--- config.mk ---
export PLATFORM = sky130hd
export DESIGN_NAME = gbs_front
export DESIGN_NICKNAME = d
export VERILOG_FILES = /design/src/rtl/core/gbs_pkg.sv /design/src/rtl/core/gbs_front.sv
export SDC_FILE = /design/constraint.sdc
export NUM_CORES = 1
export LEC_CHECK = 0
export BUFFER_PORTS_ARGS = -buffer_cell sky130_fd_sc_hd__buf_2
export CORE_MARGIN = 3
export CORE_UTILIZATION = 65
export DETAILED_ROUTE_END_ITERATION = 16
export GPL_ROUTABILITY_DRIVEN = 0
export PLACE_DENSITY = 0.86
export SETUP_SLACK_MARGIN = 0.3
export SLEW_MARGIN = 10
export SYNTH_ARGS = -nofsm -noshare
export SYNTH_HDL_FRONTEND = slang
export SYNTH_SLANG_ARGS = --single-unit
--- constraint.sdc ---
create_clock -name clk_i -period 14.3 [get_ports clk_i]
set_input_delay 2.86 -clock clk_i [delete_from_list [all_inputs] [get_ports clk_i]]
set_output_delay 2.86 -clock clk_i [all_outputs]
set_load 0.02 [all_outputs]
--- src/rtl/core/gbs_pkg.sv ---
package gbs_pkg;

  // Stream field layout
  localparam int unsigned FieldW   = 16;
  localparam int unsigned InDataW  = 5 * FieldW;
  localparam int unsigned OutDataW = 16;

  localparam int unsigned BoxCntW = 10;
  localparam logic [BoxCntW-1:0] BoxCntMax = 10'd1023;

  // Configuration port
  localparam int unsigned ApbAddrW = 3;
  localparam int unsigned ApbDataW = 32;
  localparam logic RegIou   = 1'b0;
  localparam logic RegScore = 1'b1;
  localparam logic [FieldW-1:0] LimitReset = 16'h8000;

  typedef struct packed {
    logic score_ok;
    logic last;
  } gbs_flags_t;

  // Packs onto the result tdata from bit 0 up
  typedef struct packed {
    logic               overflow;
    logic               keep;
    logic [BoxCntW-1:0] number;
  } gbs_verdict_t;

endpackage

--- src/rtl/core/gbs_front.sv ---
module gbs_front #(
  parameter int unsigned COORD_BITS = 16
) (
  input  logic                              clk_i,
  input  logic                              rst_ni,
  input  logic                              s_tvalid_i,
  output logic                              s_tready_o,
  input  logic [gbs_pkg::InDataW-1:0]       s_tdata_i,
  input  logic                              s_tlast_i,
  input  logic [gbs_pkg::FieldW-1:0]        score_limit_i,
  output logic                              q_valid_o,
  input  logic                              q_pop_i,
  output logic [4*COORD_BITS-1:0]           q_box_o,
  output logic [2*COORD_BITS-1:0]           q_area_o,
  output gbs_pkg::gbs_flags_t               q_flags_o
);
  import gbs_pkg::*;

  localparam int unsigned Cb    = COORD_BITS;
  localparam int unsigned BoxW  = 4 * Cb;
  localparam int unsigned AreaW = 2 * Cb;

  logic [Cb-1:0] top, left, bottom, right;
  logic [Cb-1:0] y0, x0, y1, x1;
  logic [FieldW-1:0] conf;
  logic [BoxW-1:0] box;
  logic [AreaW-1:0] area;
  gbs_flags_t flags;

  assign top    = s_tdata_i[0 +: Cb];
  assign left   = s_tdata_i[FieldW +: Cb];
  assign bottom = s_tdata_i[2*FieldW +: Cb];
  assign right  = s_tdata_i[3*FieldW +: Cb];
  assign conf   = s_tdata_i[4*FieldW +: FieldW];

  // Swapped corners are put back in order per axis
  assign y0 = (top < bottom) ? top : bottom;
  assign y1 = (top < bottom) ? bottom : top;
  assign x0 = (left < right) ? left : right;
  assign x1 = (left < right) ? right : left;

  assign box  = {y0, x0, y1, x1};
  assign area = AreaW'(x1 - x0) * AreaW'(y1 - y0);

  assign flags.score_ok = (conf >= score_limit_i);
  assign flags.last     = s_tlast_i;

  // Two-entry queue toward the compare engine
  logic [BoxW-1:0]  box_q   [2];
  logic [AreaW-1:0] area_q  [2];
  gbs_flags_t       flags_q [2];
  logic             wr_ptr_q, wr_ptr_d;
  logic             rd_ptr_q, rd_ptr_d;
  logic [1:0]       fill_q, fill_d;
  logic             push;

  assign s_tready_o = (fill_q != 2'd2);
  assign q_valid_o  = (fill_q != 2'd0);
  assign push       = s_tvalid_i && s_tready_o;

  always_comb begin
    wr_ptr_d = push ? ~wr_ptr_q : wr_ptr_q;
    rd_ptr_d = q_pop_i ? ~rd_ptr_q : rd_ptr_q;
    fill_d   = fill_q;
    if (push && !q_pop_i) begin
      fill_d = fill_q + 2'd1;
    end else if (!push && q_pop_i) begin
      fill_d = fill_q - 2'd1;
    end
  end

  always_ff @(posedge clk_i or negedge rst_ni) begin
    if (!rst_ni) begin
      wr_ptr_q <= 1'b0;
      rd_ptr_q <= 1'b0;
      fill_q   <= 2'd0;
    end else begin
      wr_ptr_q <= wr_ptr_d;
      rd_ptr_q <= rd_ptr_d;
      fill_q   <= fill_d;
    end
  end

  always_ff @(posedge clk_i) begin
    if (push) begin
      box_q[wr_ptr_q]   <= box;
      area_q[wr_ptr_q]  <= area;
      flags_q[wr_ptr_q] <= flags;
    end
  end

  assign q_box_o   = box_q[rd_ptr_q];
  assign q_area_o  = area_q[rd_ptr_q];
  assign q_flags_o = flags_q[rd_ptr_q];

endmodule

==> flow_summary.html <==
<table>
<tr><th>Metric</th><th>Value</th></tr>
<tr><th colspan="2">Synth</th></tr>
<tr><td>Synth area leader</td><td>sky130_fd_sc_hd__edfxtp_1</td></tr>
<tr><td>Share of cell area taken by muxes after synthesis</td><td>under 10%</td></tr>
<tr><td>Dominant register cell in the synthesized netlist</td><td>sky130_fd_sc_hd__edfxtp_1</td></tr>
<tr><td>Post-Synth Simple-Gate Area</td><td>about an eighth</td></tr>
<tr><td>Warnings from Yosys</td><td>0</td></tr>
<tr><td>Number of enable-type register cells in the synthesized netlist</td><td>196</td></tr>
<tr><td>Number of instances in the synthesized netlist</td><td>2081</td></tr>
<tr><td>Compound-cell area share of the yosys netlist</td><td>under 10%</td></tr>
<tr><td>Post-synth ARST share</td><td>around 2.0%</td></tr>
<tr><td>Most numerous cell types in the synthesized netlist</td><td>369 x sky130_fd_sc_hd__inv_1, 282 x sky130_fd_sc_hd__fa_1, 259 x sky130_fd_sc_hd__nand2_1</td></tr>
<tr><td>Fraction of the mapped netlist area in adder cells</td><td>between 30 and 40%</td></tr>
<tr><td>Sequential-to-total area share from yosys stat</td><td>28.1%</td></tr>
<tr><td>Fraction of synthesized cell area taken by the top area cell type</td><td>27.6%</td></tr>
<tr><td>Most frequent cell after synthesis</td><td>sky130_fd_sc_hd__inv_1</td></tr>
<tr><td>Mapped Avg Cell Area</td><td>between 10 and 15 sq um</td></tr>
<tr><td>Post-synth net total</td><td>around 2600</td></tr>
<tr><td>Leading cell types by total area after synthesis</td><td>sky130_fd_sc_hd__edfxtp_1 28%, sky130_fd_sc_hd__fa_1 26%, sky130_fd_sc_hd__ha_1 7.8%</td></tr>
<tr><td>Cell area after synthesis</td><td>between 20000 and 25000 sq um</td></tr>
<tr><td>Flop and latch count out of synthesis</td><td>200</td></tr>
<tr><td>Main combinational cell family by area after synthesis</td><td>adder cells</td></tr>
<tr><td>Number of distinct standard cells referenced by the synthesized netlist</td><td>80</td></tr>
<tr><td>XOR/XNOR Fraction of Synth Area</td><td>under 10%</td></tr>
<tr><th colspan="2">Setup path</th></tr>
<tr><td>Delay of the slowest cell on the worst path</td><td>~0.83 ns</td></tr>
<tr><td>Critical Path End Type</td><td>register</td></tr>
<tr><td>Cell type of the slowest stage on the worst timing path</td><td>sky130_fd_sc_hd__nor3_4</td></tr>
<tr><td>Category of cells accounting for the largest share of critical-path delay</td><td>compound AO/OA/AOI/OAI gates</td></tr>
<tr><td>Crit-path max FO</td><td>29</td></tr>
<tr><td>Crit path DAT</td><td>12.96 ns</td></tr>
<tr><td>Most Frequent Cell on Critical Path</td><td>sky130_fd_sc_hd__fa_1</td></tr>
<tr><td>Critical Setup Path Class</td><td>input port to register</td></tr>
<tr><td>Critical path buffer and inverter count</td><td>6</td></tr>
<tr><td>Endpoint required time on the critical path</td><td>approximately 15 ns</td></tr>
<tr><td>Startpoint kind of the worst setup timing path</td><td>input port</td></tr>
<tr><th colspan="2">Cells and area</th></tr>
<tr><td>Number of fillers in the final layout</td><td>around 2100</td></tr>
<tr><td>Relative area change from synthesis to final layout</td><td>9.99%</td></tr>
<tr><td>Area occupied by registers</td><td>~6000 sq um</td></tr>
<tr><td>Share of layout cells above drive strength 1</td><td>between 10% and 20%</td></tr>
<tr><td>Multi-input gate area in the final layout</td><td>~14000 sq um</td></tr>
<tr><td>Nets</td><td>around 2800</td></tr>
<tr><th colspan="2">Floorplan</th></tr>
<tr><td>Area enclosed by the die boundary</td><td>35000 sq um</td></tr>
<tr><td>Width of the chip</td><td>187 um</td></tr>
<tr><td>Starting Density</td><td>roughly 67%</td></tr>
<tr><td>Placement Rows</td><td>65</td></tr>
<tr><td>Vertical die dimension</td><td>between 150 and 200 um</td></tr>
<tr><td>Core box area</td><td>about 32000 sq um</td></tr>
<tr><td>Boundary Pins</td><td>201</td></tr>
<tr><th colspan="2">Drt</th></tr>
<tr><td>Total via count in the routed design</td><td>around 16000</td></tr>
<tr><td>Routed length per placed instance</td><td>slightly below 20 um</td></tr>
<tr><td>First-pass iteration count of the detailed router</td><td>5</td></tr>
<tr><td>Initial DRC count</td><td>around 1500</td></tr>
<tr><td>Vias per cell</td><td>around 6.0</td></tr>
<tr><td>Antenna violation net count after detailed routing</td><td>0</td></tr>
<tr><td>Number of remaining DRC errors</td><td>0</td></tr>
<tr><td>Post-detailed-routing wire length</td><td>53400 um</td></tr>
<tr><th colspan="2">CTS</th></tr>
<tr><td>Clock-pin slew on the worst setup and hold paths</td><td>roughly 0.090 ns</td></tr>
<tr><td>Setup Fix Bufs, Post-CTS</td><td>0</td></tr>
<tr><td>CTS Buffer Depth</td><td>2</td></tr>
<tr><td>Number of sinks driven by the clock tree</td><td>200</td></tr>
<tr><td>Number of resized instances in the post-cts repair step</td><td>0</td></tr>
<tr><td>Maximum level of the CTS H-tree</td><td>4</td></tr>
<tr><td>Num CTS Buffers</td><td>17</td></tr>
<tr><td>Clock latency on the worst-skew pair</td><td>roughly 0.47 ns</td></tr>
<tr><td>Clock tree from TritonCTS</td><td>done</td></tr>
<tr><td>CTS Hold Bufs</td><td>0</td></tr>
<tr><td>Clock root buffer master</td><td>sky130_fd_sc_hd__clkbuf_16</td></tr>
<tr><th colspan="2">Global routing</th></tr>
<tr><td>Antenna violations before repair</td><td>4</td></tr>
<tr><td>Wire length of the first global-routing pass</td><td>between 80000 and 90000 um</td></tr>
<tr><td>Busiest layer in global routing</td><td>met2</td></tr>
<tr><td>Met2 demand-to-capacity share in global routing</td><td>52.7%</td></tr>
<tr><td>Met3 Usage GRT</td><td>under 10%</td></tr>
<tr><td>Largest net degree at the start of global routing</td><td>~70</td></tr>
<tr><td>Gr ovfl total</td><td>0</td></tr>
<tr><td>Overall track demand over capacity in global routing</td><td>31.2%</td></tr>
<tr><td>Met1 layer usage reported by global route</td><td>39.9%</td></tr>
<tr><td>Number of global-route vias before repair</td><td>~17000</td></tr>
<tr><th colspan="2">Timing</th></tr>
<tr><td>Finish-stage setup viols</td><td>0</td></tr>
<tr><td>Final clock period utilization by the worst path</td><td>89.1%</td></tr>
<tr><td>Period minus WS final</td><td>about 13 ns</td></tr>
<tr><td>Transition time of the tightest slew-check pin</td><td>1.24 ns</td></tr>
<tr><td>Final number of hold-violating endpoints</td><td>0</td></tr>
<tr><td>TNS Setup</td><td>0 ns</td></tr>
<tr><td>Max-slew headroom</td><td>between 15 and 20%</td></tr>
<tr><td>Max Clock Freq</td><td>slightly below 80 MHz</td></tr>
<tr><td>Setup repair after global routing missed its margin</td><td>false</td></tr>
<tr><td>Worst clock skew</td><td>between 0.02 and 0.025 ns</td></tr>
<tr><td>Final count of pins violating max slew</td><td>0</td></tr>
<tr><th colspan="2">Job</th></tr>
<tr><td>Number of max-cap violations</td><td>0</td></tr>
<tr><th colspan="2">Placement</th></tr>
<tr><td>Hpwl dp</td><td>41400 um</td></tr>
<tr><td>Buffers on Ports</td><td>200</td></tr>
<tr><th colspan="2">Worst hold path</th></tr>
<tr><td>Worst min-delay path category</td><td>register to register</td></tr>
<tr><th colspan="2">Outcome</th></tr>
<tr><td>Status</td><td>complete, no violations</td></tr>
</table>
==> worst paths after layout <==
kind | from | slack, ns | depth (start not counted) | endpoint
min in group asynchronous | rst_ni | 2.17 | 1 | rd_ptr_q
max in group asynchronous | rst_ni | 11.99 | 1 | rd_ptr_q
max reg2reg | fill_q[0] | 11.43 | 4 | area_q[0][17]
max | s_tdata_i[61] | 1.56 | 37 | area_q[1][31]
min | fill_q[1] | 0.50 | 1 | fill_q[1]
min reg2reg | fill_q[1] | 0.50 | 1 | fill_q[1]
==> registers in the layout, indices dropped and copies added (netlist names) <==
register,flops
fill_q,2
box_q,128
wr_ptr_q,1
flags_q,4
area_q,64
rd_ptr_q,1
==> cells by family after synthesis <==
group / after synthesis
flops: 200
buf+inv: 440
xor+xnor: 80
mux: 109
compound gates: 279
simple gates: 558
fa+ha+maj: 415
==> final cells by class <==
| cell class | count | area share, % |
|---|---|---|
| inverter | 369 | 5.90 |
| multi-input combinational | 1441 | 58.4 |
| timing repair buffer | 230 | 5.22 |
| tap | 435 | 2.32 |
| antenna | 3 | 0.0320 |
| clock buffer | 17 | 1.81 |
| clock inverter | 15 | 0.752 |
| sequential | 200 | 25.5 |
==> metal layers <==
metal,vias to the layer above,wire length [um]
met1,7903,19900
li1,7128,-
met5,-,13
met2,937,26600
met3,182,4880
met4,2,2090
==> per-stage QoR <==
stage	std cells	setup WS, ns	hold slack, ns	utilization (%)	instance area, sq um
2_1_floorplan	2081	1.48	0.456	-	21300
3_3_place_gp	2675	1.55	0.473	71.5	22900
3_5_place_dp	2675	1.30	0.481	71.5	22900
4_1_cts	2707	1.68	0.492	73.4	23500
5_1_grt	2710	0.852	0.514	73.4	23500
6_report	2710	1.56	0.498	73.4	23500
==> cells in the final DEF (no fill, tap or decap), types with 6 or more instances in the layout <==
cell                        count
sky130_fd_sc_hd__xnor2_1       52
sky130_fd_sc_hd__xor2_1        24
sky130_fd_sc_hd__nor2_1       104
sky130_fd_sc_hd__nand2b_1      24
sky130_fd_sc_hd__nand4_1        6
sky130_fd_sc_hd__o21ai_0      105
sky130_fd_sc_hd__clkbuf_16     17
sky130_fd_sc_hd__and3_1         9
sky130_fd_sc_hd__nand2_1      259
sky130_fd_sc_hd__a21o_1        22
sky130_fd_sc_hd__buf_2        200
sky130_fd_sc_hd__inv_1        369
sky130_fd_sc_hd__or3_1          7
sky130_fd_sc_hd__edfxtp_1     196
sky130_fd_sc_hd__mux2i_1        8
sky130_fd_sc_hd__nand3_1       13
sky130_fd_sc_hd__buf_4         30
sky130_fd_sc_hd__fa_1         282
sky130_fd_sc_hd__nor3_1        13
sky130_fd_sc_hd__a211oi_1      13
sky130_fd_sc_hd__and2_1        76
sky130_fd_sc_hd__o2111ai_1      6
sky130_fd_sc_hd__nor2b_1       28
sky130_fd_sc_hd__mux2_2        99
sky130_fd_sc_hd__a21oi_1       40
sky130_fd_sc_hd__ha_1         133
sky130_fd_sc_hd__o21a_1        12
sky130_fd_sc_hd__o21ai_1        7
Power is left out: the tool's default activity adds up to more than one toggle a clock period on the data nets, which glitch-free logic cannot reach.
